## src/rtl/bmcd_pkg.sv

```systemverilog
// ----------------------------------------------------------------------------
// bmcd_pkg: shared definitions for the button multi-click detector
// Widths, edge-history depth and the cell control group.
// ----------------------------------------------------------------------------
package bmcd_pkg;

   localparam int TIME_W        = 32;
   localparam int SPAN_W        = 16;
   localparam int COUNT_W       = 16;
   localparam int MAX_CLICKS    = 5;
   // Deepest look-back is 2*MAX_CLICKS-1 button transitions; older history never matters.
   localparam int EDGE_CELLS    = 2 * MAX_CLICKS - 1;

   typedef struct packed {
      logic shift;   // new edge: head loads now, rest take neighbor's time
      logic clear;   // clear request: history emptied
   } cell_ctl_type;

endpackage

```

## src/rtl/button_multi_click_detector.sv

```systemverilog
// ----------------------------------------------------------------------------
// button_multi_click_detector: counts presses and flags 1..5-click sequences
// Edge times shift down a row of cells; taps 1,3,5,7,9 transitions back are checked
// against the span window on every level change.
// ----------------------------------------------------------------------------
//
//  channel  dir  handshake             payload
//  req_     in   req_tvalid/tready     tuser: cmd; tdata: line_value, now_ms
//  rsp_     out  rsp_tvalid/tready     tdata: level_now, click_flags,
//                                             press_count, hold_ms
//  csr_     in   csr_valid/ready       csr_data: span_ms
//
//  One request per cycle; its response appears in the output register the
//  cycle after acceptance. Throughput is set by the single response register:
//  a new request is taken whenever that register is empty or being drained.
//  Synchronous active-high reset empties the history, clears flags, count,
//  level and change time, and loads span_ms = 400.
//  A stalled rsp_tready holds the response and back-pressures req_tready.
//  csr_ready is always high; write only while idle.
//
module button_multi_click_detector (
   input  logic        clock,
   input  logic        reset,
   // request
   input  logic        req_tvalid,
   output logic        req_tready,
   input  logic [0:0]  req_tuser,   // [0] cmd (1 = clear history and flags)
   input  logic [39:0] req_tdata,   // [1:0] line_value, [33:2] now_ms, rest zero
   // response
   output logic        rsp_tvalid,
   input  logic        rsp_tready,
   output logic [55:0] rsp_tdata,   // [1:0] level_now, [6:2] click_flags,
                                    // [22:7] press_count, [54:23] hold_ms, [55] 0
   // span register
   input  logic        csr_valid,
   output logic        csr_ready,
   input  logic [15:0] csr_data     // span_ms
);

   localparam int TW = bmcd_pkg::TIME_W;
   localparam int NC = bmcd_pkg::MAX_CLICKS;
   localparam int NE = bmcd_pkg::EDGE_CELLS;

   typedef enum logic [1:0] {LVL_LOW, LVL_HIGH, LVL_ERR} level_type;

   // ---- request decode
   logic           req_fire;
   logic           clr_cmd;
   logic [1:0]     line_value;
   logic [TW-1:0]  now_ms;
   level_type      level_cls;
   logic           edge_seen;

   assign req_fire   = req_tvalid && req_tready;
   assign clr_cmd    = req_tuser[0];
   assign line_value = req_tdata[1:0];
   assign now_ms     = req_tdata[33:2];

   always_comb begin
      case (line_value)
         2'd0:       level_cls = LVL_LOW;
         2'd1:       level_cls = LVL_HIGH;
         default:    level_cls = LVL_ERR;   // both error codes
      endcase
   end

   // ---- state
   level_type                      level_ff;
   logic [TW-1:0]                  change_ff;
   logic [bmcd_pkg::COUNT_W-1:0]   rise_ff;
   logic [NC-1:0]                  flags_ff;
   logic [bmcd_pkg::SPAN_W-1:0]    span_ff;

   assign edge_seen = !clr_cmd && (level_cls != level_ff);

   // ---- edge history: cell 0 is the latest previous edge
   bmcd_pkg::cell_ctl_type cell_ctl;
   logic [TW-1:0]          cell_time [NE];

   assign cell_ctl.shift = req_fire && edge_seen;
   assign cell_ctl.clear = req_fire && clr_cmd;

   for (genvar i = 0; i < NE; i++) begin : g_cell
      logic [TW-1:0] feed;
      if (i == 0) begin : g_head
         assign feed = now_ms;
      end else begin : g_link
         assign feed = cell_time[i-1];
      end
      bmcd_cell u_cell (
         .clock    (clock),
         .reset    (reset),
         .ctl      (cell_ctl),
         .time_in  (feed),
         .time_out (cell_time[i])
      );
   end

   // ---- window check: k-click pairs with the edge 2k-1 back (cell 2k-2)
   logic [NC-1:0] hits;
   for (genvar k = 0; k < NC; k++) begin : g_tap
      logic [TW-1:0] age;
      assign age     = now_ms - cell_time[2*k];
      assign hits[k] = (cell_time[2*k] != '0) && (age < {{(TW-16){1'b0}}, span_ff});
   end

   // ---- next state and response
   level_type                     level_in;
   logic [TW-1:0]                 change_in;
   logic [bmcd_pkg::COUNT_W-1:0]  rise_in;
   logic [NC-1:0]                 flags_in;
   logic [TW-1:0]                 hold_in;

   always_comb begin
      level_in  = level_ff;
      change_in = change_ff;
      rise_in   = rise_ff;
      flags_in  = flags_ff;
      if (clr_cmd) begin
         flags_in = '0;
      end else if (edge_seen) begin
         level_in  = level_cls;
         change_in = now_ms;
         flags_in  = flags_ff | hits;
         if (level_cls == LVL_HIGH) begin
            rise_in = rise_ff + 1'b1;
         end
      end
      hold_in = now_ms - change_in;
   end

   logic        rsp_valid_ff;
   logic [55:0] rsp_data_ff;

   always_ff @(posedge clock) begin
      if (reset) begin
         level_ff     <= LVL_LOW;
         change_ff    <= '0;
         rise_ff      <= '0;
         flags_ff     <= '0;
         span_ff      <= 16'd400;
         rsp_valid_ff <= 1'b0;
      end else begin
         if (csr_valid && csr_ready) begin
            span_ff <= csr_data;
         end
         if (req_fire) begin
            level_ff     <= level_in;
            change_ff    <= change_in;
            rise_ff      <= rise_in;
            flags_ff     <= flags_in;
            rsp_valid_ff <= 1'b1;
         end else if (rsp_tready) begin
            rsp_valid_ff <= 1'b0;
         end
      end
   end

   // payload register, no reset needed
   always_ff @(posedge clock) begin
      if (req_fire) begin
         rsp_data_ff <= {1'b0, hold_in, rise_in, flags_in, level_in};
      end
   end

   assign req_tready = !rsp_valid_ff || rsp_tready;
   assign rsp_tvalid = rsp_valid_ff;
   assign rsp_tdata  = rsp_data_ff;
   assign csr_ready  = 1'b1;

   // ---- checks
   a_clear_empties_flags: assert property (@(posedge clock) disable iff (reset)
      req_fire && clr_cmd |=> (rsp_tdata[6:2] == '0) && (cell_time[0] == '0))
      else $error("flags or history not cleared");

   a_flags_sticky: assert property (@(posedge clock)
      !reset && !(req_fire && clr_cmd) |=> ((flags_ff & $past(flags_ff)) == $past(flags_ff)))
      else $error("click flag dropped without clear");

   a_count_only_on_accept: assert property (@(posedge clock)
      !reset && !req_fire |=> $stable(rise_ff) && $stable(level_ff))
      else $error("state changed without accepted request");

   a_history_moves_on_edge: assert property (@(posedge clock)
      !reset && !req_fire |=> $stable(cell_time[0]))
      else $error("edge history shifted without request");

endmodule

```

## src/rtl/bmcd_cell.sv

```systemverilog
// ----------------------------------------------------------------------------
// bmcd_cell: one stage of the edge-time history line
// Holds one edge timestamp, loads from its neighbor on an edge, zeroes on clear.
// ----------------------------------------------------------------------------
module bmcd_cell (
   input  logic                        clock,
   input  logic                        reset,
   input  bmcd_pkg::cell_ctl_type      ctl,
   input  logic [bmcd_pkg::TIME_W-1:0] time_in,
   output logic [bmcd_pkg::TIME_W-1:0] time_out
);

   logic [bmcd_pkg::TIME_W-1:0] time_ff;

   always_ff @(posedge clock) begin
      if (reset || ctl.clear) begin
         time_ff <= '0;   // zero = empty slot
      end else if (ctl.shift) begin
         time_ff <= time_in;
      end
   end

   assign time_out = time_ff;

endmodule

```

## config.mk

```make
export PLATFORM = sky130hd
export DESIGN_NAME = button_multi_click_detector
export DESIGN_NICKNAME = d
export VERILOG_FILES = /design/src/rtl/bmcd_pkg.sv /design/src/rtl/button_multi_click_detector.sv /design/src/rtl/bmcd_cell.sv
export SDC_FILE = /design/constraint.sdc
export NUM_CORES = 1
export LEC_CHECK = 0
export BUFFER_PORTS_ARGS = -buffer_cell sky130_fd_sc_hd__buf_2
export CELL_PAD_IN_SITES_DETAIL_PLACEMENT = 0
export CELL_PAD_IN_SITES_GLOBAL_PLACEMENT = 1
export CORE_MARGIN = 2
export CORE_UTILIZATION = 30
export CTS_CLUSTER_SIZE = 24
export DETAILED_ROUTE_END_ITERATION = 6
export GPL_TIMING_DRIVEN = 0
export PLACE_DENSITY = 0.64
export SLEW_MARGIN = 25
export SYNTH_ARGS = -nofsm -noshare
export SYNTH_HDL_FRONTEND = slang
export SYNTH_HIERARCHICAL = 1
export SYNTH_SLANG_ARGS = --single-unit
```

## constraint.sdc

```tcl
create_clock -name clock -period 6 [get_ports clock]
set_clock_uncertainty 0.2 [all_clocks]
set_input_delay 0.6 -clock clock [delete_from_list [all_inputs] [get_ports clock]]
set_output_delay 0.6 -clock clock [all_outputs]
set_load 0.005 [all_outputs]
```

==> impl_metrics.py <==
metrics = {
    "route": {
        "first_pass_iters": 5,
        "drt_iter0_markers": 2017,
        "ant_nets": 0,
        "drt_wl_total_mm": 101,
        "vias": 24700,
        "vias_per_cell": 5.08,
        "dr_wl_met3_mm": 4.77,
        "route.detailed.drc": 0,
        "wl_met2_mm": 44.0,
        "top_layer": "met4",
        "met1_length_mm": 49.8,
        "wl_per_cell_um": 20.8,
    },
    "yosys": {
        "synth_edf_count": 55,
        "yosysWarnings": 6,
        "synth_largest_area_cell": "dfxtp_1",
        "ys_types": 87,
        "synth_area_leaders": "dfxtp_1, mux2i_1, ha_1",
        "ys.flop_type": "dfxtp_1",
        "synth_top_cell_area_share_pct": 25.2,
        "syn_area_sq_um": 28600,
        "synth_seq_cells": 415,
        "syn_area_per_cell_sq_um": 8.46,
        "yosysSeqAreaShare_pct": 31.0,
        "synth_cells": 3383,
        "syn_nets": 3713,
        "async_reset_ff_share_pct": 0,
    },
    "floorplan": {
        "core_area_sq_um": 94700,
        "die_h_um": 313,
        "die_w_um": 313,
        "die_area_sq_um": 97900,
        "initial_core_util_pct": 30.2,
        "boundaryPins": 121,
        "num_rows": 113,
    },
    "timing": {
        "holdWs_ps": 39.7,
        "rsz0062_at_grt": "false",
        "finalMaxSlewViolations": 0,
        "setup_slack_ps": 260,
        "setup_viol": 0,
        "worstMarginPinSlew_ps": 991,
        "finalHoldViolations": 0,
        "fin_tns_setup_ps": 0,
        "period_share_pct": 95.7,
        "fmaxAchievable_ghz": 0.174,
        "fin_crit_ps": 5740,
        "slew_headroom_pct": 34.0,
    },
    "placement": {
        "port_buffers": 111,
        "post-place-ws_ps": -1170,
        "dp.cells": 4760,
        "post-dp-hpwl_mm": 75.6,
        "post_dp_cell_area_sq_um": 30800,
        "gp_congestion": 0.888,
    },
    "run_status": {
        "status": "finished clean",
    },
    "run": {
        "drv_cap": 0,
    },
    "power_and_ir_drop": {
        "power.share.switching_pct": 30.5,
        "ir_worst_vdd_v": 0.000193,
        "p_seq_share_pct": 38.9,
        "switchingPower_mw": 2.31,
        "power_density_nw_per_um2": 233,
        "clockPowerShare_pct": 39.3,
        "intPower_mw": 5.25,
        "p_comb_share_pct": 21.8,
        "power.leakage_nw": 12.4,
    },
    "setup_path": {
        "cp_cell_sequence": "buf_2, clkinvlp_4, buf_4, ha_1, fa_1, nor2b_1, o2111ai_1, a21oi_1, or3b_2, a21oi_1, xnor2_1, ha_1, a2111oi_0, o2111ai_1, a2111oi_1, o311ai_0, a311o_1, or3_1, nor4_1, nand4_1, buf_4, a21oi_1",
        "path_class": "input port to flop",
        "path_max_fanout": 4,
        "critPathMostFrequentCell": "a21oi_1",
        "cp-end-kind": "flop",
        "required_ps": 6220,
        "slowest_delay_ps": 410,
        "worstPathArrival_ps": 5960,
        "worstSetupStartpointType": "input port",
        "worst_path_max_delay_cell": "nor4_1",
    },
    "final_layout": {
        "nNetsFinal": 3882,
        "drive_gt1_share_pct": 8.89,
        "fin_area_sq_um": 32500,
        "area_growth_syn_to_layout_pct": 13.5,
        "instances_no_fill": 4859,
        "fillerInstances": 10000,
    },
    "clock_tree": {
        "worstSkewPairLatency_ps": 600,
        "cts_buffer_depth": 3,
        "cts_tree": "built",
        "cts.sinks": 415,
        "cts_made_buffers": 47,
        "clk_pin_slew_ps": 60,
        "htreeDepth": 2,
        "cts-root-buf": "clkbuf_16",
    },
    "global_route": {
        "grt.overflow.total": 0,
        "first_global_vias": 23100,
        "grt_util_all_layers_pct": 20.0,
        "grt_first_pass_wirelength_mm": 148,
        "grt_max_degree": 48,
        "antenna_found_initial": 7,
    },
    "worst_hold_path": {
        "hold_path_class": "input port to flop",
    },
}
registers in the layout, summed over array words and instances (netlist names):
name and count:
level_ff 2, rsp_tvalid 1, change_ff 32, flags_ff 5, span_ff 16, g_cell.u_cell/time_out 288, rsp_tdata 55, rise_ff 16
power by group through the flow:
stage	Clock, mW	Combinational [mW]	Sequential [mW]
2_1_floorplan	0	1.12	2.99
3_3_place_gp	0	1.63	3.00
3_5_place_dp	0	1.63	3.00
4_1_cts	3.03	1.64	2.94
5_1_grt	3.14	1.82	2.94
6_report	2.97	1.65	2.94
kinds of logic after synthesis:
logic type	count (synthesis)	share of synthesized area, %
adder cells (fa/ha/maj)	268	11.9
AO/OA/AOI/OAI	748	16.9
other	2	0.0262
buffers and inverters	387	6.38
flip-flops	415	31.0
AND/OR/NAND/NOR	1067	17.2
multiplexers	344	12.0
XOR/XNOR	152	4.65
cell usage after synthesis, types with 60 or more instances:
cell type and number:
a21o_1 84, a21oi_1 254, clkbuf_1 60, dfxtp_1 360, ha_1 262, inv_1 235, mux2i_1 341, nand2_1 248
nor2_1 448, o21ai_0 121, xnor2_1 96
worst max-delay path: cells and delay by family:
family	cells	cell delay, ps
simple gates	5	1190
xor+xnor	1	150
fa+ha+maj	3	820
buf+inv	4	900
compound gates	9	2270
stage by stage:
step / util [%] / power, mW
after floorplan: - / 4.11
after global placement: 32.5 / 4.63
after detailed placement: 32.5 / 4.63
after CTS: 34.3 / 7.61
after global routing: 34.3 / 7.90
final: 34.3 / 7.55
path summary, 6_finish.rpt:
check / depth (start not counted) / to / slack [ps] / start
setup reg to reg: 19 / rsp_tdata[4] / 340 / g_cell[4].u_cell/time_out[1]
hold reg to reg: 2 / flags_ff[0] / 250 / flags_ff[0]
hold / removal: 3 / span_ff[10] / 40 / csr_data[10]
setup / recovery: 22 / rsp_tdata[4] / 260 / req_tdata[2]
timing repair:
item,in CTS,in global routing
hold endpoints to repair,1,0
cloned,0,0
endpoints found under the setup margin,5,6
buffers inserted,6,1
gates resized for setup,4,8
pin swaps,1,1
hold buffers,1,0
cell type report:
type	instances	area, sq um	share of cell area [%]
antenna	5	12.5	0.0385
buffer	150	942	2.90
clock buffer	64	1370	4.23
clock inverter	22	224	0.689
inverter	237	897	2.76
multi-input combinational	2581	17900	55.2
sequential	415	8860	27.3
tap	1265	1580	4.87
timing repair buffer	120	648	1.99
placed cells by master, fill, tap and decap left out, drive strengths merged, types with 12 or more instances in the layout:
cell	n
nand2b	32
edfxtp	55
dfxtp	360
o21a	43
o31ai	14
ha	262
xnor2	96
a21o	84
o2111ai	14
nor2b	27
a2111oi	12
or3	26
nand3	45
a211oi	28
clkbuf	135
xor2	56
o21ai	133
a21boi	12
nor3	34
and3	24
nor2	448
mux2i	341
o211ai	31
clkinv	12
nand4	56
a21oi	256
or2	17
inv	241
and2	17
nor4	50
nand2	248
o21bai	20
a31oi	21
buf	198
routing by layer:
| layer | vias up | global-route usage (%) |
|---|---|---|
| met5 | - | 0 |
| met2 | 566 | 31.4 |
| met4 | 0 | 5.25 |
| met1 | 11600 | 29.0 |
| met3 | 107 | 2.06 |
| li1 | 12400 | - |
Note: power is estimated with default switching activity, not from simulation.
